File: src/rtl/mtx_pkg.sv
// ----------------------------------------------------------------------------
// mtx_pkg
// Types, constants and address helpers of the mipmap texture sampler.
// ----------------------------------------------------------------------------
`timescale 1ns / 1ps

package mtx_pkg;

    localparam int MAX_DIM    = 256;
    localparam int MAX_LEVELS = 9;
    localparam int MEM_WORDS  = 131072;

    localparam int DIM_W   = $clog2(MAX_DIM + 1);     // size 1..MAX_DIM
    localparam int COORD_W = DIM_W - 1;               // texel index
    localparam int FULL_W  = 2 * DIM_W + 1;           // unbounded word address
    localparam int ADDR_W  = $clog2(MEM_WORDS);
    localparam int MAG_W   = DIM_W + 17;              // |size * derivative|
    localparam int SUM_W   = 2 * MAG_W + 1;           // squared length
    localparam int E_W     = $clog2(SUM_W);           // top-bit exponent
    localparam int LVL8_W  = 12;                      // level, 8 fraction bits
    localparam int ACC_W   = 48;                      // channel sum, 40 fraction bits
    localparam int QDEPTH  = 2;

    localparam logic [16:0] ONE16     = 17'h10000;
    localparam logic [8:0]  ONE8      = 9'h100;
    localparam logic [15:0] HALF_TEX  = 16'h8000;

    // register indexes
    localparam logic [2:0] REG_BASE_WIDTH   = 3'd0;
    localparam logic [2:0] REG_BASE_HEIGHT  = 3'd1;
    localparam logic [2:0] REG_LEVEL_COUNT  = 3'd2;
    localparam logic [2:0] REG_PIXEL_METHOD = 3'd3;
    localparam logic [2:0] REG_LEVEL_METHOD = 3'd4;

    localparam logic       CMD_WRITE  = 1'b0;
    localparam logic       CMD_SAMPLE = 1'b1;
    localparam logic       PM_NEAREST  = 1'b0;
    localparam logic       PM_BILINEAR = 1'b1;
    localparam logic [1:0] LM_BASE    = 2'd0;
    localparam logic [1:0] LM_NEAREST = 2'd1;
    localparam logic [1:0] LM_LINEAR  = 2'd2;

    typedef struct packed {
        logic [DIM_W-1:0] width;
        logic [DIM_W-1:0] height;
        logic [3:0]       levels;
        logic             pixel_method;
        logic [1:0]       level_method;
    } cfg_t;

    typedef struct packed {
        logic               command;
        logic [3:0]         write_level;
        logic [7:0]         write_x;
        logic [7:0]         write_y;
        logic [31:0]        texel_value;
        logic [15:0]        coord_u;
        logic [15:0]        coord_v;
        logic signed [17:0] du_dx;
        logic signed [17:0] dv_dx;
        logic signed [17:0] du_dy;
        logic signed [17:0] dv_dy;
    } item_t;

    typedef enum logic [3:0] {
        BK_IDLE,
        BK_WRITE,
        BK_SCALE,
        BK_SQUARE,
        BK_NORM,
        BK_LOG,
        BK_PICK,
        BK_SETUP,
        BK_ADDR,
        BK_WEIGHT,
        BK_ACCUM,
        BK_DONE
    } bk_state_t;

    // side of the square region that holds level lv
    function automatic logic [DIM_W-1:0] region_side(input logic [3:0] lv);
        logic [DIM_W-1:0] s;
        s = DIM_W'(MAX_DIM >> lv);
        return (s == '0) ? DIM_W'(1) : s;
    endfunction

    // first word of level lv
    function automatic logic [FULL_W-1:0] region_start(input logic [3:0] lv);
        logic [FULL_W-1:0] acc;
        logic [DIM_W-1:0]  sd;
        acc = '0;
        for (int k = 0; k < 16; k++) begin
            sd = region_side(4'(k));
            if (4'(k) < lv) begin
                acc = acc + FULL_W'(sd) * FULL_W'(sd);
            end
        end
        return acc;
    endfunction

    // size of level lv, never below one texel
    function automatic logic [DIM_W-1:0] level_size(input logic [DIM_W-1:0] size,
                                                    input logic [3:0] lv);
        logic [DIM_W-1:0] s;
        s = size >> lv;
        return (s == '0) ? DIM_W'(1) : s;
    endfunction

endpackage

File: src/rtl/mtx_queue.sv
// ----------------------------------------------------------------------------
// mtx_queue
// Short item queue between the front and the back end.
// ----------------------------------------------------------------------------
`timescale 1ns / 1ps

module mtx_queue (
    input  logic           aclk,
    input  logic           aresetn,
    input  logic           push_valid,
    output logic           push_ready,
    input  mtx_pkg::item_t push_item,
    output logic           pop_valid,
    input  logic           pop_ready,
    output mtx_pkg::item_t pop_item
);

    localparam int PTR_W = $clog2(mtx_pkg::QDEPTH);

    mtx_pkg::item_t   store_reg [mtx_pkg::QDEPTH];
    logic [PTR_W-1:0] wr_ptr_reg, wr_ptr_next;
    logic [PTR_W-1:0] rd_ptr_reg, rd_ptr_next;
    logic [PTR_W:0]   count_reg, count_next;
    logic             do_push, do_pop;

    assign push_ready = (count_reg != (PTR_W + 1)'(mtx_pkg::QDEPTH));
    assign pop_valid  = (count_reg != '0);
    assign pop_item   = store_reg[rd_ptr_reg];
    assign do_push    = push_valid && push_ready;
    assign do_pop     = pop_valid && pop_ready;

    always_comb begin
        wr_ptr_next = do_push ? wr_ptr_reg + 1'b1 : wr_ptr_reg;
        rd_ptr_next = do_pop ? rd_ptr_reg + 1'b1 : rd_ptr_reg;
        count_next  = count_reg + (PTR_W + 1)'(do_push) - (PTR_W + 1)'(do_pop);
    end

    always_ff @(posedge aclk) begin
        if (!aresetn) begin
            wr_ptr_reg <= '0;
            rd_ptr_reg <= '0;
            count_reg  <= '0;
        end else begin
            wr_ptr_reg <= wr_ptr_next;
            rd_ptr_reg <= rd_ptr_next;
            count_reg  <= count_next;
        end
    end

    always_ff @(posedge aclk) begin
        if (do_push) begin
            store_reg[wr_ptr_reg] <= push_item;
        end
    end

endmodule

File: config.mk
export PLATFORM = sky130hd
export DESIGN_NAME = mtx_queue
export DESIGN_NICKNAME = d
export VERILOG_FILES = /design/src/rtl/mtx_pkg.sv /design/src/rtl/mtx_queue.sv
export SDC_FILE = /design/constraint.sdc
export NUM_CORES = 1
export LEC_CHECK = 0
export BUFFER_PORTS_ARGS = -buffer_cell sky130_fd_sc_hd__buf_2
export CORE_AREA = 2 2 156 158
export CTS_CLUSTER_SIZE = 10
export DETAILED_ROUTE_END_ITERATION = 8
export DIE_AREA = 0 0 158 160
export PLACE_DENSITY_LB_ADDON = 0.15
export SLEW_MARGIN = 20
export SYNTH_ARGS = -nofsm -noshare
export SYNTH_HDL_FRONTEND = slang
export SYNTH_SLANG_ARGS = --single-unit
File: constraint.sdc
create_clock -name aclk -period 13.7 [get_ports aclk]
set_input_delay 3.425 -clock aclk [delete_from_list [all_inputs] [get_ports aclk]]
set_output_delay 3.425 -clock aclk [all_outputs]
set_load 0.02 [all_outputs]
---- Word-level counts from Yosys, hierarchy flattened ----
Memories as Yosys holds them, arrays and structs flattened. A register that Yosys moved wholly into a read port is not among the register bits.
Index checks and enable logic that the tools add are counted.
cells by class
  add/subtract/negate cells ............... 4
  reductions and logical operators ........ 3
  eq/ne operators ......................... 1
  multiplexer cells ....................... 4
operators by type and width
  operator                                      count
  two-way mux 1 bit                             4
  adder 1 bit, second input constant            2
  adder 2 x 1 -> 2 bit                          1
  logical AND 1 bit                             2
  inequality test 2 bit, second input constant  1
  nonzero test 2 bit                            1
  subtractor 2 x 1 -> 2 bit                     1
storage, ports and cells
  output and inout bits ................... 159
  register bits ........................... 4
  input bits .............................. 161
  memory bits (writable) .................. 314
  logic and storage cells ................. 16
  memories kept ........................... 1
memories
  name       depth  bits a word  rd ports  clocked after memory_dff  write ports  RTL line         text
  store_reg  2      157          1         1                         1            mtx_queue.sv:20  mtx_pkg::item_t store_reg [mtx_pkg::QDEPTH];

---- Logic depth before layout (Yosys ltp) ----
Gate-level depths: netlist (run 1).
  depth after elaboration ................. 4
  depth in mapped cells ................... 6
  gate-level depth less buffers ........... 6

---- Worst setup path after synthesis (run 1) ----
OpenSTA, ideal clock, no wires.
  path type ............................... in2reg
  from .................................... in push_valid
  to ...................................... mem store_reg[1][0] (netlist name) (enable)
  stages .................................. 1
  slack ................................... 6.088 ns
  path buffers ............................ 0
  arrival time ............................ 7.075 ns
  library setup time ...................... 0.537 ns
  path through ............................ and3_1
on the way
  longest elaborated chain between the ends .. 3
RTL lines
  element                                  RTL line         text
  from (decl)                              mtx_queue.sv:10  input logic push_valid,
  logical AND 1 bit                        mtx_queue.sv:29  assign do_push = push_valid && push_ready;
  two-way mux 1 bit                        mtx_queue.sv:51  if (do_push) begin
  two-way mux 1 bit (implied by the code)  mtx_queue.sv:52  store_reg[wr_ptr_reg] <= push_item;
  to (decl)                                mtx_queue.sv:20
Every way passes these cells.

==> results.json, run 1 <==
{
  "dp.cells": 1146,
  "mostFrequentLayoutCells": "buf_2 (319), edfxtp_1 (314), mux2_2 (157)",
  "fin_skew_ps": 7.80,
  "endpoint_kind": "output pin",
  "dpl_cell_area_um2": 13500,
  "synth_area_um2": 11600,
  "period_share_pct": 47.8,
  "yosys_warnings": 0,
  "largest_register_ffs": 314,
  "worstHoldPathCells": 2,
  "grt_start_max_net_pins": 82,
  "gr-usage-met2_pct": 31.1,
  "yosys.area.top_type": "edfxtp_1",
  "ff2ff_path_depth": 4,
  "gr-usage-all-layers_pct": 17.8,
  "gp_congestion": 0.754,
  "drtPass1Iterations": 4,
  "dp_slack_ps": 7590,
  "grt_antenna_before_repair": 12,
  "grt_pass1_vias": 6370,
  "core_um2": 23800,
  "setup_slack_ps": 7150,
  "fin_nets": 1025,
  "critPathSlowestCell": "dfxtp_4",
  "die_area_um2": 25300,
  "fin_crit_ps": 6550,
  "r2r_end": "store_reg[0][64]",
  "antenna_left": 0,
  "whs_ps": 589,
  "drt-total-wl_um": 23400,
  "vias": 5976,
  "crit_chain": "buf_4, mux2_2, buf_2",
  "slowest_delay_ps": 1020,
  "fin_area_um2": 14600,
  "fill_cells": 1842,
  "yosys.area.top_type_share_pct": 81.1,
  "hp-class": "reg -> reg",
  "synth-seq-area-share_pct": 81.9,
  "start_kind": "flip-flop",
  "synth_cell_types": 24,
  "worst_pin_slew_ps": 1050,
  "regToRegSetupSlack_ps": 11080,
  "layout_commonest_cell": "buf_2",
  "grt-ovfl-total": 0,
  "routedWlPerCell_um": 19.3,
  "power_mw": 2.67,
  "insertion_delay_ps": 500,
  "top_usage_layer": "met2",
  "vias_per_cell": 4.95,
  "cts_setup_buffers": 0,
  "layout-drive-gt1-share_pct": 60.4,
  "p_per_area_nw_per_um2": 183,
  "slew_viol_final": 0,
  "synth_seq_cells": 319,
  "rsz0062_at_grt": "no",
  "hold_violations": 0,
  "drtIter0Drc": 279,
  "start_util_pct": 48.8,
  "final_cells": 1208,
  "use_met3_pct": 5.97,
  "top_level_ports": 320,
  "syn2layout_area_growth_pct": 25.8,
  "slew_headroom_pct": 30.2,
  "root_buffer": "clkbuf_16",
  "finish.utilization_pct": 61.4,
  "worst_ep_required_time_ps": 10270,
  "cts_tree": "done",
  "ir_drop_uv": 147,
  "syn_nets": 679,
  "cp.depth": 3,
  "htree_levels": 2,
  "maxCapViolCount": 0,
  "fp-row-count": 57,
  "syn_area_per_cell_um2": 22.5,
  "setup_tns_ps": 0,
  "ys_top_cells_by_area": "edfxtp_1 (81%), mux2_2 (15%), buf_6 (1.3%)",
  "power_leakage_nw": 5.43,
  "cts_made_buffers": 38,
  "use_met1_pct": 20.0,
  "postCtsHoldBufs": 0,
  "clockBufferDepth": 3,
  "synth_cells": 517,
  "hpwl_um": 15100,
  "status": "finished clean",
  "port_buffers": 319,
  "grt_pass1_wl_um": 34200,
  "fp.dieH_um": 160,
  "post-route-drc-count": 0,
  "path_clk_slew_ps": 50,
  "die_w_um": 158,
  "hold_start": "rd_ptr_reg",
  "cts_num_sinks": 319,
  "path_max_fanout": 81,
  "path_buf_inv": 2,
  "cts-resized-gates": 0,
  "r2r_start": "count_reg[0]",
  "critPathTopFamily": "buffers and inverters",
  "max_freq_mhz": 153,
  "finalSetupViolCount": 0,
  "cp.arrival_ps": 3130,
  "crit_type": "reg -> out"
}
## logic make-up after synthesis
family,count (synthesis),share of synthesized area (%)
buf+inv,18,1.51
compound gates,7,0.463
xor+xnor,1,0.0753
fa+ha+maj,1,0.108
simple gates,13,0.635
flops,319,81.9
mux,158,15.3
## layer usage
metal	wire [um]	share of wire (%)	vias to the layer above
met4	658	2.8	6
met5	30	0.13	-
met1	8710	37	2931
met3	1840	7.9	55
li1	-	-	2765
met2	12100	52	219
## worst max-delay path by stage
stage	endpoint	slack [ps]
after floorplan	store_reg[1][0]	6090
after global placement	pop_item[88]	7660
after detailed placement	pop_item[88]	7590
after CTS	pop_item[152]	7060
after global routing	pop_item[88]	6930
final	pop_item[88]	7150
## cells in the mapped netlist
library cell    n
xnor2_1         1
mux2_2        157
a21bo_2         2
nand2b_1        2
nor2_1          2
nand2_1         1
a211oi_1        1
and3_1          1
or2_2           1
and2_1          3
a21boi_0        1
nor2b_1         1
dfxtp_1         5
buf_6          13
mux2i_1         1
buf_4           2
inv_1           1
a32oi_1         1
o21ai_0         2
ha_1            1
nand3_1         1
nand3b_1        1
edfxtp_1      314
buf_2           2
## area by class of cell
type,count,area (um^2),share of cell area (%)
clock inverters,1,8.76,0.0599
well taps,324,405,2.77
flip-flops and latches,319,9530,65.2
clock buffers,50,1060,7.25
repair buffers,323,1650,11.3
inverters,1,8.76,0.0599
diodes,10,25.0,0.171
multi-input cells,180,1930,13.2
## power breakdown
part	total, mW	internal [mW]	switching [mW]
sequential	1.24	1.19	0.0492
clock	0.871	0.533	0.338
combinational	0.565	0.232	0.333
total	2.67	1.95	0.721
## worst min-delay path: cells and delay by family (launching register included)
kind                      cells  cell delay, ps
xor gates and xnor gates      1              70
DFF                           1             330
and+or+nand+nor               1             140
Note: power is estimated with default switching activity, not from simulation.
==> inputs of run 2 (changes only) <==
- clock period: 13.7 -> 6.1 ns (I/O delays scaled with it)
==> run 2 against run 1 <==
Against the previous run:
- register-to-register slack worse by 7500 ps
- via count down 0.30%
- critical path depth unchanged
- clock power up 110%
- critical path type unchanged
- critical endpoint is now pop_item[0]
- largest cell class unchanged
==> results.json, run 2 (synthesis gave the netlist of run 1 again) <==
{
  "status": "finished clean",
  "cp.arrival_ps": 2570,
  "mostFrequentLayoutCells": "buf_2 (319), edfxtp_1 (314), mux2_2 (157)",
  "htree_levels": 2,
  "insertion_delay_ps": 500,
  "slew_headroom_pct": 36.2,
  "path_clk_slew_ps": 50,
  "max_freq_mhz": 244,
  "root_buffer": "clkbuf_16",
  "fin_crit_ps": 4090,
  "worstHoldPathCells": 2,
  "period_share_pct": 67.1,
  "grt_pass1_wl_um": 34000,
  "cts_setup_buffers": 0,
  "fin_skew_ps": 7.24,
  "fill_cells": 1821,
  "slowest_delay_ps": 830,
  "endpoint_kind": "output pin",
  "cts_num_sinks": 319,
  "clockBufferDepth": 3,
  "ir_drop_uv": 277,
  "crit_chain": "buf_12, mux2_2, buf_2",
  "hpwl_um": 14600,
  "p_per_area_nw_per_um2": 406,
  "worst_ep_required_time_ps": 4580,
  "gp_congestion": 0.762,
  "vias_per_cell": 4.95,
  "hold_start": "rd_ptr_reg",
  "start_util_pct": 48.8,
  "rsz0062_at_grt": "no",
  "multi_input_area_um2": 1930,
  "cts-resized-gates": 0,
  "grt_start_max_net_pins": 102,
  "path_max_fanout": 101,
  "drtPass1Iterations": 6,
  "setup_slack_ps": 2010,
  "crit_type": "reg -> out",
  "grt-ovfl-total": 0,
  "gr-usage-all-layers_pct": 17.7,
  "r2r_end": "store_reg[0][24]",
  "slew_viol_final": 0,
  "cts_tree": "done",
  "maxCapViolCount": 0,
  "hold_violations": 0,
  "dp_slack_ps": 2510,
  "grt_pass1_vias": 6357,
  "setup_tns_ps": 0,
  "drt-total-wl_um": 22500,
  "post-route-drc-count": 0,
  "die_area_um2": 25300,
  "port_buffers": 319,
  "cts_made_buffers": 37,
  "top_level_ports": 320,
  "hp-class": "reg -> reg",
  "r2r_start": "count_reg[0]",
  "postCtsHoldBufs": 0,
  "routedWlPerCell_um": 18.7,
  "finalSetupViolCount": 0,
  "start_kind": "flip-flop",
  "power_leakage_nw": 5.38,
  "worst_pin_slew_ps": 958,
  "die_w_um": 158,
  "antenna_left": 0,
  "syn2layout_area_growth_pct": 24.8,
  "grt_antenna_before_repair": 6,
  "fin_nets": 1024,
  "fp.dieH_um": 160,
  "vias": 5958,
  "layout-drive-gt1-share_pct": 59.8,
  "largest_register_ffs": 314,
  "core_um2": 23800,
  "final-seq-area_um2": 9530,
  "critPathSlowestCell": "dfxtp_4",
  "regToRegSetupSlack_ps": 3570,
  "drtIter0Drc": 327,
  "ff2ff_path_depth": 4,
  "whs_ps": 597,
  "fp-row-count": 57,
  "layout_commonest_cell": "buf_2"
}
run 2: stage by stage:
stage          total power [mW]  util, %  instances  instance area (um^2)
2_1_floorplan              3.73        -        517                 11600
3_3_place_gp               4.08     56.8       1147                 13500
3_5_place_dp               4.11     56.8       1147                 13500
4_1_cts                    5.97     60.9       1198                 14500
5_1_grt                    6.15     60.9       1201                 14500
6_report                   5.89     61.0       1203                 14500
run 2: worst max-delay path by stage:
stage,start,to,slack (ps),cells after the start
after detailed placement,flip-flop,pop_item[143],2510,3
after global placement,flip-flop,pop_item[143],2540,3
after floorplan,push_valid,store_reg[1][0],390,1
after global routing,flip-flop,pop_item[143],1890,3
final,flip-flop,pop_item[0],2010,3
after CTS,flip-flop,pop_item[143],1980,3
run 2: power by group:
group          internal [mW]  leakage, nW  switching (mW)
combinational          0.521         1.92           0.762
sequential              2.67         2.98          0.0939
clock                   1.10        0.473           0.748
run 2: metal layers:
metal | up-vias | part of all wire, % | track usage [%]
met2 | 237 | 51 | 29.9
met3 | 58 | 8.1 | 5.59
li1 | 2757 | - | -
met5 | - | 0.031 | 0
met1 | 2904 | 38 | 21.0
met4 | 2 | 3.2 | 6.96
run 2: final cells by class:
class | instances | area share [%]
inverter | 1 | 0.0603
multi-input combinational | 180 | 13.3
antenna | 5 | 0.0862
sequential | 319 | 65.6
clock buffer | 51 | 6.74
timing repair buffer | 323 | 11.4
tap | 324 | 2.79
run 2: worst max-delay path: cells and delay by family (launching register included):
kind,cells,cell delay [ps]
multiplexers,1,420
flip-flops,1,830
buffers and inverters,2,610
==> inputs of run 3 (changes only) <==
- clock period: 6.1 -> 4.2 ns (I/O delays scaled with it)
==> run 3 against run 2 <==
Against the previous run:
- clock skew increased by 6.6 ps
- setup slack worse by 1100 ps
- critical path depth is the same
- sequential power rose by 43%
- clock power increased by 42%
- count of clock-buffer cells in the layout fell by 7
- sequential share of layout area hardly changed
- die area unchanged
- core utilization is essentially flat
- routed wire length shrank 2.1%
- total power grew 44%
==> results.json, run 3 (synthesis gave the netlist of run 1 again) <==
{
  "cts-resized-gates": 0,
  "layout_commonest_cell": "buf_2",
  "fp-row-count": 57,
  "port_buffers": 319,
  "postCtsHoldBufs": 0,
  "cts_num_sinks": 319,
  "cts_made_buffers": 37,
  "insertion_delay_ps": 490,
  "path_max_fanout": 71,
  "die_w_um": 158,
  "dr_wl_met2_um": 11200,
  "rsz0062_at_grt": "no",
  "power_leakage_nw": 5.38,
  "grt-ovfl-total": 0,
  "gr-usage-all-layers_pct": 17.1,
  "dpl_cell_area_um2": 13600,
  "hpwl_um": 14600,
  "status": "finished clean",
  "whs_ps": 586,
  "cts_setup_buffers": 0,
  "grt_antenna_before_repair": 6,
  "critPathSlowestCell": "buf_4",
  "syn2layout_area_growth_pct": 24.9,
  "route.met3.wl_um": 1900,
  "routedWlPerCell_um": 18.4,
  "slew_headroom_pct": 37.6,
  "vias_per_cell": 4.92,
  "worst_pin_slew_ps": 936,
  "dp.cells": 1149,
  "largest_register_ffs": 314,
  "power_mw": 8.51,
  "path_clk_slew_ps": 50,
  "endpoint_kind": "output pin",
  "finalSetupViolCount": 0,
  "slew_viol_final": 0,
  "core_um2": 23800,
  "start_kind": "flip-flop",
  "mostFrequentLayoutCells": "buf_2 (319), edfxtp_1 (314), mux2_2 (157)",
  "fp.dieH_um": 160,
  "grt_start_max_net_pins": 93,
  "worst_ep_required_time_ps": 3150,
  "drt-total-wl_um": 22000,
  "p_per_area_nw_per_um2": 586,
  "drtPass1Iterations": 4,
  "period_share_pct": 78.1,
  "drtIter0Drc": 263,
  "start_util_pct": 48.8,
  "fin_crit_ps": 3280,
  "slowest_delay_ps": 690,
  "fin_skew_ps": 13.8,
  "crit_type": "reg -> out",
  "vias": 5880,
  "setup_tns_ps": 0,
  "clockBufferDepth": 3,
  "layout-drive-gt1-share_pct": 60.4,
  "fin_nets": 1026,
  "cts_tree": "done",
  "root_buffer": "clkbuf_16",
  "antenna_left": 0,
  "gp_congestion": 0.779,
  "top_level_ports": 320,
  "die_area_um2": 25300,
  "cp.arrival_ps": 2230,
  "fin_area_um2": 14500,
  "grt_pass1_vias": 6334,
  "grt_pass1_wl_um": 33200,
  "post-route-drc-count": 0,
  "top_layer_used": "met5",
  "hold_violations": 0,
  "maxCapViolCount": 0,
  "htree_levels": 2,
  "ir_drop_uv": 437,
  "hp-class": "reg -> reg",
  "final_cells": 1196,
  "max_freq_mhz": 305,
  "crit_chain": "buf_4, mux2_2, buf_2",
  "wl_met1_um": 8150
}
run 3: cell types whose count changed in the layout (fill, tap and decap cells not counted), sizes merged:
cell	change
clkbuf	-7
inv	-1
buf	+2
diode	-2
clkinvlp	+1
run 3: layout make-up:
| type | count | area, um^2 |
|---|---|---|
| diodes | 3 | 7.51 |
| clock buffers | 44 | 952 |
| fillers | 1790 | 9290 |
| inverters | 1 | 7.51 |
| multi-input cells | 180 | 1930 |
| flip-flops and latches | 319 | 9530 |
| well taps | 324 | 405 |
| repair buffers | 325 | 1690 |
run 3: per-layer routing:
layer | vias up | track usage [%]
met5 | - | 0
met4 | 6 | 7.58
li1 | 2747 | -
met3 | 62 | 5.81
met1 | 2845 | 19.2
met2 | 220 | 29.4
run 3: critical path: cells and delay by family (launching register included):
kind	cells	cell delay, ps
buf+inv	2	860
mux	1	450
flops	1	350
run 3: power by group:
part	total, mW	switching, mW	internal (mW)
Clock	2.62	1.06	1.57
Combinational	1.93	1.16	0.770
Sequential	3.95	0.0755	3.88
Total	8.51	2.29	6.21
run 3: metrics by stage:
step	utilization [%]	setup WS [ps]
after global routing	61.0	796
final	61.0	921
after CTS	61.0	885
after global placement	57.0	1440
after floorplan	-	294
after detailed placement	57.0	1400
run 3: worst paths after layout:
kind                     start          endpoint  slack (ps)  cells after the start
hold reg to reg     rd_ptr_reg         flip-flop         590                      2
hold / removal      rd_ptr_reg         flip-flop         590                      2
setup / recovery     flip-flop     pop_item[125]         920                      3
setup reg to reg  count_reg[0]  store_reg[1][67]        1970                      3
