`src/rtl/mtx_pkg.sv`:
```
// ----------------------------------------------------------------------------
// mtx_pkg
// Types, constants and address helpers of the mipmap texture sampler.
// ----------------------------------------------------------------------------
`timescale 1ns / 1ps

package mtx_pkg;

    localparam int MAX_DIM    = 256;
    localparam int MAX_LEVELS = 9;
    localparam int MEM_WORDS  = 131072;

    localparam int DIM_W   = $clog2(MAX_DIM + 1);     // size 1..MAX_DIM
    localparam int COORD_W = DIM_W - 1;               // texel index
    localparam int FULL_W  = 2 * DIM_W + 1;           // unbounded word address
    localparam int ADDR_W  = $clog2(MEM_WORDS);
    localparam int MAG_W   = DIM_W + 17;              // |size * derivative|
    localparam int SUM_W   = 2 * MAG_W + 1;           // squared length
    localparam int E_W     = $clog2(SUM_W);           // top-bit exponent
    localparam int LVL8_W  = 12;                      // level, 8 fraction bits
    localparam int ACC_W   = 48;                      // channel sum, 40 fraction bits
    localparam int QDEPTH  = 2;

    localparam logic [16:0] ONE16     = 17'h10000;
    localparam logic [8:0]  ONE8      = 9'h100;
    localparam logic [15:0] HALF_TEX  = 16'h8000;

    // register indexes
    localparam logic [2:0] REG_BASE_WIDTH   = 3'd0;
    localparam logic [2:0] REG_BASE_HEIGHT  = 3'd1;
    localparam logic [2:0] REG_LEVEL_COUNT  = 3'd2;
    localparam logic [2:0] REG_PIXEL_METHOD = 3'd3;
    localparam logic [2:0] REG_LEVEL_METHOD = 3'd4;

    localparam logic       CMD_WRITE  = 1'b0;
    localparam logic       CMD_SAMPLE = 1'b1;
    localparam logic       PM_NEAREST  = 1'b0;
    localparam logic       PM_BILINEAR = 1'b1;
    localparam logic [1:0] LM_BASE    = 2'd0;
    localparam logic [1:0] LM_NEAREST = 2'd1;
    localparam logic [1:0] LM_LINEAR  = 2'd2;

    typedef struct packed {
        logic [DIM_W-1:0] width;
        logic [DIM_W-1:0] height;
        logic [3:0]       levels;
        logic             pixel_method;
        logic [1:0]       level_method;
    } cfg_t;

    typedef struct packed {
        logic               command;
        logic [3:0]         write_level;
        logic [7:0]         write_x;
        logic [7:0]         write_y;
        logic [31:0]        texel_value;
        logic [15:0]        coord_u;
        logic [15:0]        coord_v;
        logic signed [17:0] du_dx;
        logic signed [17:0] dv_dx;
        logic signed [17:0] du_dy;
        logic signed [17:0] dv_dy;
    } item_t;

    typedef enum logic [3:0] {
        BK_IDLE,
        BK_WRITE,
        BK_SCALE,
        BK_SQUARE,
        BK_NORM,
        BK_LOG,
        BK_PICK,
        BK_SETUP,
        BK_ADDR,
        BK_WEIGHT,
        BK_ACCUM,
        BK_DONE
    } bk_state_t;

    // side of the square region that holds level lv
    function automatic logic [DIM_W-1:0] region_side(input logic [3:0] lv);
        logic [DIM_W-1:0] s;
        s = DIM_W'(MAX_DIM >> lv);
        return (s == '0) ? DIM_W'(1) : s;
    endfunction

    // first word of level lv
    function automatic logic [FULL_W-1:0] region_start(input logic [3:0] lv);
        logic [FULL_W-1:0] acc;
        logic [DIM_W-1:0]  sd;
        acc = '0;
        for (int k = 0; k < 16; k++) begin
            sd = region_side(4'(k));
            if (4'(k) < lv) begin
                acc = acc + FULL_W'(sd) * FULL_W'(sd);
            end
        end
        return acc;
    endfunction

    // size of level lv, never below one texel
    function automatic logic [DIM_W-1:0] level_size(input logic [DIM_W-1:0] size,
                                                    input logic [3:0] lv);
        logic [DIM_W-1:0] s;
        s = size >> lv;
        return (s == '0) ? DIM_W'(1) : s;
    endfunction

endpackage

```
`src/rtl/mtx_front.sv`:
```
// ----------------------------------------------------------------------------
// mtx_front
// Configuration registers and input beat unpacking into queue items.
// ----------------------------------------------------------------------------
`timescale 1ns / 1ps

module mtx_front (
    input  logic                 aclk,
    input  logic                 aresetn,
    input  logic                 s_tvalid,
    output logic                 s_tready,
    input  logic [159:0]         s_tdata,
    input  logic                 s_tuser,
    input  logic                 cfg_valid,
    output logic                 cfg_ready,
    input  logic [2:0]           cfg_index,
    input  logic [8:0]           cfg_data,
    input  logic                 q_ready,
    output logic                 q_valid,
    output mtx_pkg::item_t       q_item,
    output mtx_pkg::cfg_t        cfg
);

    logic [8:0] base_width_reg;
    logic [8:0] base_height_reg;
    logic [3:0] level_count_reg;
    logic       pixel_method_reg;
    logic [1:0] level_method_reg;

    assign cfg_ready = 1'b1;

    always_ff @(posedge aclk) begin
        if (!aresetn) begin
            base_width_reg   <= 9'd256;
            base_height_reg  <= 9'd256;
            level_count_reg  <= 4'd1;
            pixel_method_reg <= mtx_pkg::PM_BILINEAR;
            level_method_reg <= mtx_pkg::LM_BASE;
        end else if (cfg_valid) begin
            unique case (cfg_index)
                mtx_pkg::REG_BASE_WIDTH:   base_width_reg   <= cfg_data;
                mtx_pkg::REG_BASE_HEIGHT:  base_height_reg  <= cfg_data;
                mtx_pkg::REG_LEVEL_COUNT:  level_count_reg  <= cfg_data[3:0];
                mtx_pkg::REG_PIXEL_METHOD: pixel_method_reg <= cfg_data[0];
                mtx_pkg::REG_LEVEL_METHOD: level_method_reg <= cfg_data[1:0];
                default: ;
            endcase
        end
    end

    // clamp raw register values into their working ranges
    always_comb begin
        if (base_width_reg == '0) begin
            cfg.width = mtx_pkg::DIM_W'(1);
        end else if (32'(base_width_reg) > mtx_pkg::MAX_DIM) begin
            cfg.width = mtx_pkg::DIM_W'(mtx_pkg::MAX_DIM);
        end else begin
            cfg.width = mtx_pkg::DIM_W'(base_width_reg);
        end
        if (base_height_reg == '0) begin
            cfg.height = mtx_pkg::DIM_W'(1);
        end else if (32'(base_height_reg) > mtx_pkg::MAX_DIM) begin
            cfg.height = mtx_pkg::DIM_W'(mtx_pkg::MAX_DIM);
        end else begin
            cfg.height = mtx_pkg::DIM_W'(base_height_reg);
        end
        if (level_count_reg == '0) begin
            cfg.levels = 4'd1;
        end else if (32'(level_count_reg) > mtx_pkg::MAX_LEVELS) begin
            cfg.levels = 4'(mtx_pkg::MAX_LEVELS);
        end else begin
            cfg.levels = level_count_reg;
        end
        cfg.pixel_method = pixel_method_reg;
        cfg.level_method = (level_method_reg == mtx_pkg::LM_NEAREST ||
                            level_method_reg == mtx_pkg::LM_LINEAR) ?
                           level_method_reg : mtx_pkg::LM_BASE;
    end

    always_comb begin
        q_item.command     = s_tuser;
        q_item.write_level = s_tdata[3:0];
        q_item.write_x     = s_tdata[11:4];
        q_item.write_y     = s_tdata[19:12];
        q_item.texel_value = s_tdata[51:20];
        q_item.coord_u     = s_tdata[67:52];
        q_item.coord_v     = s_tdata[83:68];
        q_item.du_dx       = s_tdata[101:84];
        q_item.dv_dx       = s_tdata[119:102];
        q_item.du_dy       = s_tdata[137:120];
        q_item.dv_dy       = s_tdata[155:138];
    end

    assign q_valid  = s_tvalid;
    assign s_tready = q_ready;

endmodule

```
`config.mk`:
```
export PLATFORM = sky130hd
export DESIGN_NAME = mtx_front
export DESIGN_NICKNAME = d
export VERILOG_FILES = /design/src/rtl/mtx_pkg.sv /design/src/rtl/mtx_front.sv
export SDC_FILE = /design/constraint.sdc
export NUM_CORES = 1
export LEC_CHECK = 0
export ABC_AREA = 1
export BUFFER_PORTS_ARGS = -buffer_cell sky130_fd_sc_hd__clkbuf_2
export CORE_AREA = 2 2 143 145
export DETAILED_ROUTE_END_ITERATION = 10
export DIE_AREA = 0 0 145 147
export MAX_ROUTING_LAYER = met4
export SLEW_MARGIN = 20
export SYNTH_ARGS = -nofsm -noshare
export SYNTH_HDL_FRONTEND = slang
export SYNTH_SLANG_ARGS = --single-unit
```
`constraint.sdc`:
```
create_clock -name aclk -period 1.1 [get_ports aclk]
set_clock_uncertainty 0.15 [all_clocks]
set_input_delay 0.22 -clock aclk [delete_from_list [all_inputs] [get_ports aclk]]
set_output_delay 0.22 -clock aclk [all_outputs]
set_load 0.05 [all_outputs]
```
Word-level counts from Yosys, hierarchy flattened
Index checks and enable logic that the tools add are counted.
{ "word_totals": {"elab_cells": 31, "regBits": 25, "output_inout_bits": 185} }
{ "classes": {"muxes": 7, "magnitude_cmp": 3, "reduce_logical": 10, "n_eq_ne": 6} }
{ "ops": {"columns": ["cell", "n"], "rows": [
  ["two-way mux 9 bit", 4],
  ["> comparator 9 bit (second input constant)", 2],
  ["logical NOT 9 bit", 2],
  ["AND reduction 2 bit", 5],
  ["two-way mux 4 bit", 2],
  ["== test 3 x 2 -> 1 bit (second input constant)", 2],
  ["> comparator 4 bit (second input constant)", 1],
  ["logical NOT 4 bit", 1],
  ["== test 3 x 1 -> 1 bit (second input constant)", 1],
  ["== test 3 bit (second input constant)", 1],
  ["logical NOT 3 bit", 1],
  ["== test 2 x 1 -> 1 bit (second input constant)", 1],
  ["== test 2 bit (second input constant)", 1],
  ["two-way mux 2 bit", 1],
  ["logical OR 1 bit", 1]
]} }

Depth between registers and ports, before layout
Gate-level depths: netlist of the first run.
{ "logic_depth": {"depth_word": 3, "ltp_mapped": 6, "mapped_depth_nobuf": 6} }

Least setup slack after synthesis of the first run
Ideal clock, no wire load.
{ "synth_path": {"path_type": "reg-to-output", "start": "register level_count_reg[1]", "end": "output cfg[3] (netlist bit)", "required_time_ns": 0.730, "slack_ns": -0.805, "stages_incl_launch_ff": 2, "t_arrival_ns": 1.535, "cell_sequence": "dfxtp_1 o31ai_1"} }
{ "synth_lines": {"columns": ["item", "line", "rtl"], "rows": [
  ["from (decl)", "mtx_front.sv:26", "logic [3:0] level_count_reg;"],
  ["from (signal assigned)", "mtx_front.sv:43", "mtx_pkg::REG_LEVEL_COUNT: level_count_reg <= cfg_data[3:0];"],
  ["to (decl)", "mtx_front.sv:21", "output mtx_pkg::cfg_t cfg"]
]} }

==> results of run 1 <==
==> per-stage QoR <==
stage	std cells	power, mW	hold slack (ps)
floorplan	346	2.92	183
CTS	525	2.54	53.3
detailed placement	521	1.65	290
global placement	521	1.64	290
finish	528	2.57	50.7
global route	528	2.70	65.3
==> kinds of logic after synthesis <==
group / count (synthesis)
compound gates: 25
buf+inv: 195
flops: 25
other cells: 1
simple gates: 100
==> critical path, stage by stage, from the launching register on <==
cell	delay (ps)
dfxtp_2	330
nor2_2	110
nand2_2	90
o21ai_4	210
inv_4	120
nor2_4	140
buf_12	140
==> metal layers <==
metal	up-vias	GRT usage	part of all wire
li1	710	-	-
met1	656	0.0532	0.31
met2	146	0.0976	0.44
met3	66	0.0534	0.19
met4	0	0.0416	0.061
met5	-	-	0
==> cells in the mapped netlist <==
master,count,area share
buf_4,161,0.50
nor2_1,71,0.11
dfxtp_1,25,0.21
inv_1,25,0.039
o21ai_0,21,0.043
nand2_1,17,0.026
nand3_1,6,0.012
clkbuf_1,4,0.0062
inv_2,3,0.0046
nor2_8,2,0.017
buf_2,1,0.0021
clkinv_4,1,0.0036
conb_1,1,0.0015
nand3_2,1,0.0041
nand3_4,1,0.0072
nand4_1,1,0.0026
nor2_2,1,0.0026
o211ai_2,1,0.0052
o21a_1,1,0.0031
o21ai_1,1,0.0021
o31ai_1,1,0.0031
==> power by group through the flow <==
stage          Sequential [mW]  Clock, mW  Combinational [mW]
6_report                 0.959      0.850               0.759
5_1_grt                  0.964      0.916               0.818
4_1_cts                  0.956      0.883               0.698
3_5_place_dp             0.977          0               0.670
3_3_place_gp             0.976          0               0.663
2_1_floorplan            0.981          0                1.94
==> layout make-up <==
| cell class | count | area share |
|---|---|---|
| clock buffer | 3 | 0.0273 |
| clock inverter | 1 | 0.00273 |
| inverter | 29 | 0.0433 |
| multi-input combinational | 126 | 0.293 |
| sequential | 25 | 0.192 |
| tap | 270 | 0.123 |
| timing repair buffer | 74 | 0.318 |
==> worst paths after layout <==
path | from | to | slack (ps)
max reg2reg | level_count_reg[3]$_SDFFE_PN0P_ | level_count_reg[3]$_SDFFE_PN0P_ | 140
min | cfg_data[8] | base_width_reg[8]$_SDFFE_PN1P_ | 50
max | base_height_reg[7]$_SDFFE_PN0P_ | cfg[10] | -680
min reg2reg | pixel_method_reg$_SDFFE_PN1P_ | pixel_method_reg$_SDFFE_PN1P_ | 340
==> timing repair <==
item,CTS,global route
pin swaps,5,14
gates resized for setup,36,31
buffers inserted,0,5
gates cloned,0,0
endpoints found under the hold margin,0,0
setup endpoints to repair,25,25
==> metrics.log, run 1 <==
[metrics] number of instances in the synthesized netlist: approximately 350
[metrics] Avg Inst Size Synth: 7.01 µm²
[metrics] final critical delay including setup and external delays: approximately 1800 ps
[metrics] number of cells traversed by the worst register-to-register path: 4
[metrics] GRT Residual Overflow: 0
[metrics] Layout area overhead: 13.2%
[metrics] initial antenna violation count: 0
[metrics] DRC violations left: 0
[metrics] post-synth cell types: 21
[metrics] proportion of power drawn by combinational gates: 0.295
[metrics] critical path peak fanout: 7
[metrics] Boundary Pins: about 360
[metrics] vias in the first global route: 1663
[metrics] CTS Buffer Depth: 2
[metrics] switching share of power: 0.315
[metrics] aggregate negative setup slack: -12130 ps
[metrics] Register Area: about 530 µm²
[metrics] effective utilization at floorplan: 0.122
[metrics] number of levels the H-tree was split into: 1
[metrics] per-cell routed wire length: 13.0 µm
[metrics] via count: 1578
[metrics] sequential power share: 0.373
[metrics] total nets after synthesis: about 520
[metrics] Die X: 145 µm
[metrics] total number of nets in the final design: 437
[metrics] PnR worst setup slack: -679 ps
[metrics] summed instance area of the synthesized netlist: around 2400 µm²
[metrics] Worst Hold Depth: 3
[metrics] Peak Freq: between 0.5 and 0.6 GHz
[metrics] portion of the clock cycle consumed by the worst path in the final layout: 1.62
[metrics] DIE AREA: between 20000 and 25000 µm²
[metrics] insertion delay to the later sink of the worst-skew pair: approximately 260 ps
[metrics] sequential-to-total area share from yosys stat: 0.206
[metrics] IO Port Bufs: 39
[metrics] count of antenna-violating nets left after detailed routing: 0
[metrics] number of placement rows: 52
[metrics] violations in the final reports: negative setup slack
[metrics] post-route standard cell area excluding fillers: about 2700 µm²
[metrics] nature of the critical path startpoint: flip-flop
[metrics] die height: about 150 µm
[metrics] instance area after placement: 2450 µm²
[metrics] outcome: finished, violations left
[metrics] placed wire-length estimate: ~5700 µm
[metrics] share of the synthesized area in compound gates (AO/OA/AOI/OAI): 0.0568
[metrics] share of cell area taken by muxes after synthesis: 0
[metrics] overall global routing resource usage: 0.0643
[metrics] TritonCTS clock tree: done
[metrics] endpoint type of the worst setup path: output port
[metrics] Antenna Diode Count: 0
[metrics] total wire length after detailed routing: 6870 µm
[metrics] clock root cell: clkbuf_16
[metrics] adder-cell share of the synthesized area: 0
[metrics] count of warnings emitted by yosys: 0
[metrics] TritonCTS buffer count: 3
[metrics] per-cell via count in the routed design: 2.99
[metrics] Clock power frac: 0.331
[metrics] endpoints failing hold: 0
[metrics] power density over the cells: approximately 940 nW/µm²
[metrics] number of clock sinks seen by CTS: 25
[metrics] number of search-and-repair iterations in the first detailed-routing pass: 4
[metrics] total area of multi-input combinational cells: slightly above 800 µm²
[metrics] largest net degree at the start of global routing: 26
[metrics] required time at the endpoint of the critical path: 730 ps
[metrics] proportion of layout cells with a drive suffix above 1: 0.566
[metrics] simple-gate share of the synthesized area: 0.182
[metrics] number of DRC violations after detailed-routing iteration 0: slightly above 70
[metrics] post-CTS clock slew at the launch and capture registers of the worst setup and hold paths: around 70 ps
[metrics] wire length of the first global-routing pass: approximately 9900 µm
[metrics] Static Leak: 1.06 nW
[metrics] number of failing setup endpoints in the final timing report: 25
[metrics] Worst EP arrival: 1410 ps
[metrics] leading cell type in the layout, fill and taps excluded: nor2_1
[metrics] Final Wtd Congestion: 0.687
[metrics] max-cap violations: 0
[metrics] most frequent cells in the layout: nor2_1 (44), buf_4 (25), o21ai_0 (21)
[metrics] Filler cells: ~2300
[metrics] unrepaired setup endpoints after global routing: true
[metrics] hold-fix buffers at CTS: 0
[metrics] Pins Over Slew Limit: 0
[metrics] kind of path behind the tightest hold check: input port to flip-flop
[metrics] Yosys reg bits: 25
[metrics] peak supply drop: around 0.62 mV
[metrics] xor/xnor share of the synthesized area: 0
[metrics] Core Util, Final: 0.138
[metrics] Power Internal: between 1.5 and 2 mW
[metrics] net load switching power: 0.808 mW
[metrics] combinational family with the most area after synthesis: buffers and inverters
[metrics] minimum setup slack after placement: -448 ps
[metrics] placeable core region: approximately 20000 µm²
[metrics] class of the most critical setup path: flip-flop to output port
No activity file was read; power rests on OpenSTA's default activity.
==> run 2: changes to the inputs <==
--- a/config.mk
+++ b/config.mk
@@ -7,9 +7,9 @@
 export LEC_CHECK = 0
 export ABC_AREA = 1
 export BUFFER_PORTS_ARGS = -buffer_cell sky130_fd_sc_hd__clkbuf_2
-export CORE_AREA = 2 2 143 145
+export CORE_AREA = 2 2 139 141
 export DETAILED_ROUTE_END_ITERATION = 10
-export DIE_AREA = 0 0 145 147
+export DIE_AREA = 0 0 141 143
 export MAX_ROUTING_LAYER = met4
 export SLEW_MARGIN = 20
 export SYNTH_ARGS = -nofsm -noshare
==> constraint.sdc (replaced) <==
create_clock -name aclk -period 1.7 [get_ports aclk]
set_clock_uncertainty 0.15 [all_clocks]
set_input_delay 0.34 -clock aclk [delete_from_list [all_inputs] [get_ports aclk]]
set_output_delay 0.34 -clock aclk [all_outputs]
set_load 0.05 [all_outputs]
==> run 2 against run 1 <==
Net effect: critical endpoint is now cfg[12]; sequential share of layout area grew 3.6 points; cell count shrank 10%; critical path type unchanged; clock-buffer cell count is the same; sequential power shrank 35%; non-clock buffer count shrank 17; global-route usage grew 0.85 points; the run still ends with negative setup slack left.
==> metrics.log, run 2 (synthesis results as in run 1) <==
[metrics] Peak Freq: between 0.5 and 0.6 GHz
[metrics] power density over the cells: 694 nW/µm² (was 935 nW/µm²)
[metrics] endpoint type of the worst setup path: output port (unchanged)
[metrics] count of non-filler cells in the finished layout: 475 (was 528)
[metrics] DIE AREA: 20200 µm² (was 21300 µm²)
[metrics] number of levels the H-tree was split into: 1 (unchanged)
[metrics] number of search-and-repair iterations in the first detailed-routing pass: 4 (unchanged)
[metrics] overall global routing resource usage: 0.0728 (was 0.0643)
[metrics] Core Util, Final: 0.121 (was 0.138)
[metrics] minimum setup slack after placement: -220 ps (was -448 ps)
[metrics] relative slew slack: 0.655
[metrics] post-CTS clock slew at the launch and capture registers of the worst setup and hold paths: 80 ps (was 70 ps)
[metrics] TritonCTS clock tree: done (unchanged)
[metrics] total number of nets in the final design: 420 (was 437)
[metrics] per-cell routed wire length: 15.7 µm (was 13.0 µm)
[metrics] critical path peak fanout: 7 (unchanged)
[metrics] Boundary Pins: 363 (unchanged)
[metrics] clock root cell: clkbuf_16 (unchanged)
[metrics] vias in the first global route: 1518 (was 1663)
[metrics] insertion delay to the later sink of the worst-skew pair: 270 ps (was 260 ps)
[metrics] Final Wtd Congestion: 0.646 (was 0.687)
[metrics] final worst hold slack: 172 ps (was 50.7 ps)
[metrics] PnR worst setup slack: -219 ps (was -679 ps)
[metrics] number of DRC violations after detailed-routing iteration 0: 21 (was 71)
[metrics] # Post-CTS Setup Buffers: 0 (unchanged)
[metrics] required time at the endpoint of the critical path: 1210 ps (was 730 ps)
[metrics] class of the most critical setup path: flip-flop to output port (unchanged)
[metrics] Static Leak: 0.907 nW (was 1.06 nW)
[metrics] endpoints failing hold: 0 (unchanged)
[metrics] nature of the critical path startpoint: flip-flop (unchanged)
[metrics] most frequent cells in the layout: nor2_1 (54), inv_1 (24), clkbuf_2 (22) (was nor2_1 (44), buf_4 (25), o21ai_0 (21))
[metrics] max-cap violations: 0 (unchanged)
[metrics] IO Port Bufs: 39 (unchanged)
[metrics] proportion of layout cells with a drive suffix above 1: 0.427 (was 0.566)
[metrics] portion of the clock cycle consumed by the worst path in the final layout: 1.13
[metrics] count of placed standard cells including taps: 471 (was 521)
[metrics] total power after layout: 1.56 mW (was 2.57 mW)
[metrics] outcome: finished, violations left (unchanged)
[metrics] leading cell type in the layout, fill and taps excluded: nor2_1 (unchanged)
[metrics] effective utilization at floorplan: 0.131 (was 0.122)
[metrics] Layout area overhead: -7.53% (was 13.2%)
[metrics] unrepaired setup endpoints after global routing: true (unchanged)
[metrics] per-cell via count in the routed design: 3.24 (was 2.99)
[metrics] initial antenna violation count: 0 (unchanged)
[metrics] post-route standard cell area excluding fillers: 2240 µm² (was 2750 µm²)
[metrics] Worst EP arrival: 1430 ps (was 1410 ps)
[metrics] GRT Residual Overflow: 0 (unchanged)
[metrics] total wire length after detailed routing: 7440 µm (was 6870 µm)
[metrics] count of antenna-violating nets left after detailed routing: 0 (unchanged)
[metrics] TritonCTS buffer count: 3 (unchanged)
[metrics] placeable core region: 18600 µm² (was 19800 µm²)
[metrics] violations in the final reports: negative setup slack (unchanged)
[metrics] number of clock sinks seen by CTS: 25 (unchanged)
[metrics] largest net degree at the start of global routing: 26 (unchanged)
[metrics] CTS Buffer Depth: 2 (unchanged)
[metrics] aggregate negative setup slack: -2220 ps (was -12130 ps)
[metrics] peak supply drop: 0.309 mV (was 0.620 mV)
[metrics] final critical delay including setup and external delays: 1920 ps
[metrics] die height: 143 µm (was 147 µm)
[metrics] Die X: 141 µm (was 145 µm)
[metrics] DRC violations left: 0 (unchanged)
[metrics] placed wire-length estimate: 6090 µm (was 5670 µm)
[metrics] kind of path behind the tightest hold check: input port to flip-flop (unchanged)
[metrics] worst-margin pin slew: between 500 and 600 ps
[metrics] wire length of the first global-routing pass: 9960 µm (was 9850 µm)
[metrics] Antenna Diode Count: 0 (unchanged)
[metrics] instance area after placement: 1970 µm² (was 2450 µm²)
[metrics] via count: 1541 (was 1578)
[metrics] number of placement rows: 50 (was 52)
[metrics] Pins Over Slew Limit: 0 (unchanged)
[metrics] number of failing setup endpoints in the final timing report: 15 (was 25)
run 2: critical path, cell delays in order, from the launching register on:
cell and delay (ps):
dfxtp_1 320, nor2_2 120, nand2_2 90, o21ai_4 180, inv_4 90, nor2_1 100
buf_4 130, buf_12 130
run 2: final cells by class:
cell class	count	area, µm²
Inverter	29	116
Tap cell	234	293
Clock inverter	1	7.51
Sequential cell	25	512
Fill cell	2142	16300
Timing Repair Buffer	57	548
Clock buffer	3	75.1
Multi-Input combinational cell	126	691
run 2: path summary, 6_finish.rpt:
kind	from	endpoint	slack [ps]	cells past startpoint
setup / recovery	base_height_reg[4]$_SDFFE_PN0P_	cfg[12]	-220	7
hold / removal	cfg_data[8]	base_height_reg[8]$_SDFFE_PN1P_	170	3
setup reg to reg	base_width_reg[8]$_SDFFE_PN1P_	base_width_reg[8]$_SDFFE_PN1P_	760	3
hold reg to reg	pixel_method_reg$_SDFFE_PN1P_	pixel_method_reg$_SDFFE_PN1P_	310	2
run 2: where the power goes:
part           switching [mW]  internal, mW
logic                   0.239         0.133
clock network           0.243         0.321
registers              0.0152         0.606
total                   0.497          1.06
run 2: layer usage:
| layer | wire length [µm] | vias to the layer above | share of wire | GRT usage |
|---|---|---|---|---|
| met5 | 0 | - | 0 | - |
| met1 | 2380 | 635 | 0.32 | 0.0662 |
| met3 | 1330 | 76 | 0.18 | 0.0553 |
| met4 | 725 | 0 | 0.097 | 0.0711 |
| li1 | - | 678 | - | - |
| met2 | 3000 | 152 | 0.40 | 0.0955 |
run 2: timing repair:
action	CTS	global route
hold buffers	0	0
pin swaps	3	9
resized for setup	31	26
setup endpoints to repair	16	17
==> run 3: changes to the inputs <==
--- a/config.mk
+++ b/config.mk
@@ -7,10 +7,11 @@
 export LEC_CHECK = 0
 export ABC_AREA = 1
 export BUFFER_PORTS_ARGS = -buffer_cell sky130_fd_sc_hd__clkbuf_2
-export CORE_AREA = 2 2 139 141
+export CORE_AREA = 4 4 138 140
 export DETAILED_ROUTE_END_ITERATION = 10
-export DIE_AREA = 0 0 141 143
+export DIE_AREA = 0 0 142 144
 export MAX_ROUTING_LAYER = met4
+export PLACE_DENSITY = 0.53
 export SLEW_MARGIN = 20
 export SYNTH_ARGS = -nofsm -noshare
 export SYNTH_HDL_FRONTEND = slang
==> run 3 against run 2 <==
Net effect: the run still ends with negative setup slack left; flip-flop and latch count is the same; die area increased by 1.4%; global-route usage down 0.52 points; total power up 1.5%; non-clock buffer count up 1; sequential power about the same; via count decreased by 1.6%; routed wire length is 4.8% lower; sequential share of layout area down 0.31 points; clock-buffer cell count is the same; worst setup slack improved by 7.1 ps; highest routed layer unchanged.
==> metrics.log, run 3 (synthesis results as in run 1) <==
[metrics] detailed route wirelength on metal2: 2720 µm (was 3000 µm)
[metrics] slowest CP cell: dfxtp_1 (unchanged)
[metrics] PnR worst setup slack: -212 ps (was -219 ps)
[metrics] nature of the critical path startpoint: flip-flop (unchanged)
[metrics] post-CTS clock slew at the launch and capture registers of the worst setup and hold paths: 70 ps (was 80 ps)
[metrics] total wire length after detailed routing: 7080 µm (was 7440 µm)
[metrics] worst path cell trace: nor2_2 > nand2_2 > o21ai_4 > inv_4 > nor2_1 > buf_12 (was nor2_2 > nand2_2 > o21ai_4 > inv_4 > nor2_1 > buf_4 > buf_12)
[metrics] insertion delay to the later sink of the worst-skew pair: 260 ps (was 270 ps)
[metrics] die height: 144 µm (was 143 µm)
[metrics] most frequent cells in the layout: nor2_1 (51), inv_1 (24), clkbuf_2 (22) (was nor2_1 (54), inv_1 (24), clkbuf_2 (22))
[metrics] unrepaired setup endpoints after global routing: true (unchanged)
[metrics] number of clock sinks seen by CTS: 25 (unchanged)
[metrics] vias in the first global route: 1495 (was 1518)
[metrics] Layout area overhead: -6.04% (was -7.53%)
[metrics] met1 routed wirelength after detailed routing: 2270 µm (was 2380 µm)
[metrics] Worst EP arrival: 1420 ps (was 1430 ps)
[metrics] portion of the clock cycle consumed by the worst path in the final layout: 1.12 (was 1.13)
[metrics] clock root cell: clkbuf_16 (unchanged)
[metrics] Peak Freq: 0.523 GHz (was 0.521 GHz)
[metrics] endpoint type of the worst setup path: output port (unchanged)
[metrics] overall global routing resource usage: 0.0676 (was 0.0728)
[metrics] Core Util, Final: 0.128 (was 0.121)
[metrics] via count: 1517 (was 1541)
[metrics] final critical delay including setup and external delays: 1910 ps (was 1920 ps)
[metrics] total number of nets in the final design: 421 (was 420)
[metrics] initial antenna violation count: 0 (unchanged)
[metrics] violations in the final reports: negative setup slack (unchanged)
[metrics] Power Internal: 1.08 mW (was 1.06 mW)
[metrics] worst path buffer plus inverter count: 2 (was 3)
[metrics] peak supply drop: 0.316 mV (was 0.309 mV)
[metrics] number of DRC violations after detailed-routing iteration 0: 35 (was 21)
[metrics] aggregate negative setup slack: -2060 ps (was -2220 ps)
[metrics] switching share of power: 0.317 (was 0.319)
[metrics] kind of path behind the tightest hold check: input port to flip-flop (unchanged)
[metrics] IO Port Bufs: 39 (unchanged)
[metrics] Clock power frac: 0.351 (was 0.362)
[metrics] Boundary Pins: 363 (unchanged)
[metrics] required time at the endpoint of the critical path: 1210 ps (about the same)
[metrics] total power after layout: 1.58 mW (was 1.56 mW)
[metrics] Largest stage delay, worst path: 320 ps (about the same)
[metrics] leading cell type in the layout, fill and taps excluded: nor2_1 (unchanged)
[metrics] final worst hold slack: 178 ps (was 172 ps)
[metrics] Die X: 142 µm (was 141 µm)
[metrics] Final Wtd Congestion: 0.664 (was 0.646)
[metrics] power density over the cells: 693 nW/µm² (was 694 nW/µm²)
[metrics] per-cell routed wire length: 15.0 µm (was 15.7 µm)
[metrics] met3 routed wirelength: 1350 µm (was 1330 µm)
[metrics] count of antenna-violating nets left after detailed routing: 0 (unchanged)
[metrics] wire length of the first global-routing pass: 9640 µm (was 9960 µm)
[metrics] placeable core region: 17800 µm² (was 18600 µm²)
[metrics] number of failing setup endpoints in the final timing report: 14 (was 15)
[metrics] outcome: finished, violations left (unchanged)
[metrics] number of search-and-repair iterations in the first detailed-routing pass: 3 (was 4)
[metrics] placed wire-length estimate: 5860 µm (was 6090 µm)
[metrics] endpoints failing hold: 0 (unchanged)
[metrics] topmost layer with routed signal wires: met4 (unchanged)
[metrics] DIE AREA: 20400 µm² (was 20200 µm²)
[metrics] effective utilization at floorplan: 0.136 (was 0.131)
[metrics] DRC violations left: 0 (unchanged)
[metrics] GRT Residual Overflow: 0 (unchanged)
[metrics] Static Leak: 0.921 nW (was 0.907 nW)
[metrics] crit-path leading delay family: simple AND/OR/NAND/NOR gates (was buffers and inverters)
[metrics] number of levels the H-tree was split into: 1 (unchanged)
[metrics] net load switching power: 0.501 mW (was 0.497 mW)
[metrics] Filler cells: 2049 (was 2142)
[metrics] class of the most critical setup path: flip-flop to output port (unchanged)
[metrics] Pins Over Slew Limit: 0 (unchanged)
[metrics] TritonCTS buffer count: 3 (unchanged)
[metrics] TritonCTS clock tree: done (unchanged)
[metrics] max-cap violations: 0 (unchanged)
[metrics] per-cell via count in the routed design: 3.22 (was 3.24)
[metrics] critical path peak fanout: 7 (unchanged)
[metrics] Antenna Diode Count: 0 (unchanged)
[metrics] proportion of power drawn by combinational gates: 0.255 (was 0.239)
[metrics] number of placement rows: 49 (was 50)
[metrics] largest net degree at the start of global routing: 17 (was 26)
[metrics] proportion of layout cells with a drive suffix above 1: 0.463 (was 0.427)
[metrics] CTS Buffer Depth: 2 (unchanged)
[metrics] sequential power share: 0.394 (was 0.399)
[run 3: per-stage QoR]
stage	cells	worst slack (ps)	instance area [µm²]
2_1_floorplan	346	-171	2440
3_3_place_gp	465	-214	2000
3_5_place_dp	465	-239	2000
4_1_cts	469	-254	2180
5_1_grt	471	-295	2280
6_report	471	-212	2280
[run 3: routing by layer]
layer,up-vias,GRT usage
met1,630,0.0614
met5,-,-
li1,677,-
met3,78,0.0562
met2,132,0.0842
met4,0,0.0667
[run 3: final cells by class]
type | count | area [µm²] | area share
well taps | 229 | 287 | 0.126
repair buffers | 58 | 574 | 0.252
inverters | 29 | 116 | 0.0511
multi-input cells | 126 | 708 | 0.311
flip-flops and latches | 25 | 513 | 0.225
clock inverters | 1 | 5.00 | 0.00220
clock buffers | 3 | 75.1 | 0.0329
[run 3: power groups by stage]
stage | combinational [mW] | clock (mW) | sequential (mW)
after floorplan | 1.20 | 0 | 0.632
after global placement | 0.334 | 0 | 0.633
after detailed placement | 0.336 | 0 | 0.633
after CTS | 0.366 | 0.588 | 0.621
after global routing | 0.438 | 0.608 | 0.626
final | 0.403 | 0.554 | 0.623
[run 3: worst min-delay path, delay by kind of cell]
family                 cells  cell delay (ps)
buffers and inverters      1              110
AND/OR/NAND/NOR            2              110
[run 3: worst paths after layout]
check	start	to	slack, ps	depth (start not counted)
worst max-delay path	base_height_reg[4]$_SDFFE_PN0P_	cfg[8]	-210	6
worst min-delay path	cfg_data[8]	base_height_reg[8]$_SDFFE_PN1P_	180	3
worst max register to register	base_width_reg[8]$_SDFFE_PN1P_	base_width_reg[8]$_SDFFE_PN1P_	800	3
worst min register to register	base_width_reg[6]$_SDFFE_PN0P_	base_width_reg[6]$_SDFFE_PN0P_	330	2
[run 3: what timing repair did]
| action | in CTS | in global routing |
|---|---|---|
| endpoints found under the hold margin | 0 | 0 |
| endpoints found under the setup margin | 16 | 17 |
| pin swaps | 3 | 5 |
| cloned | 0 | 0 |
| buffers inserted | 0 | 2 |
| resized for setup | 31 | 30 |
| hold buffers | 0 | 0 |
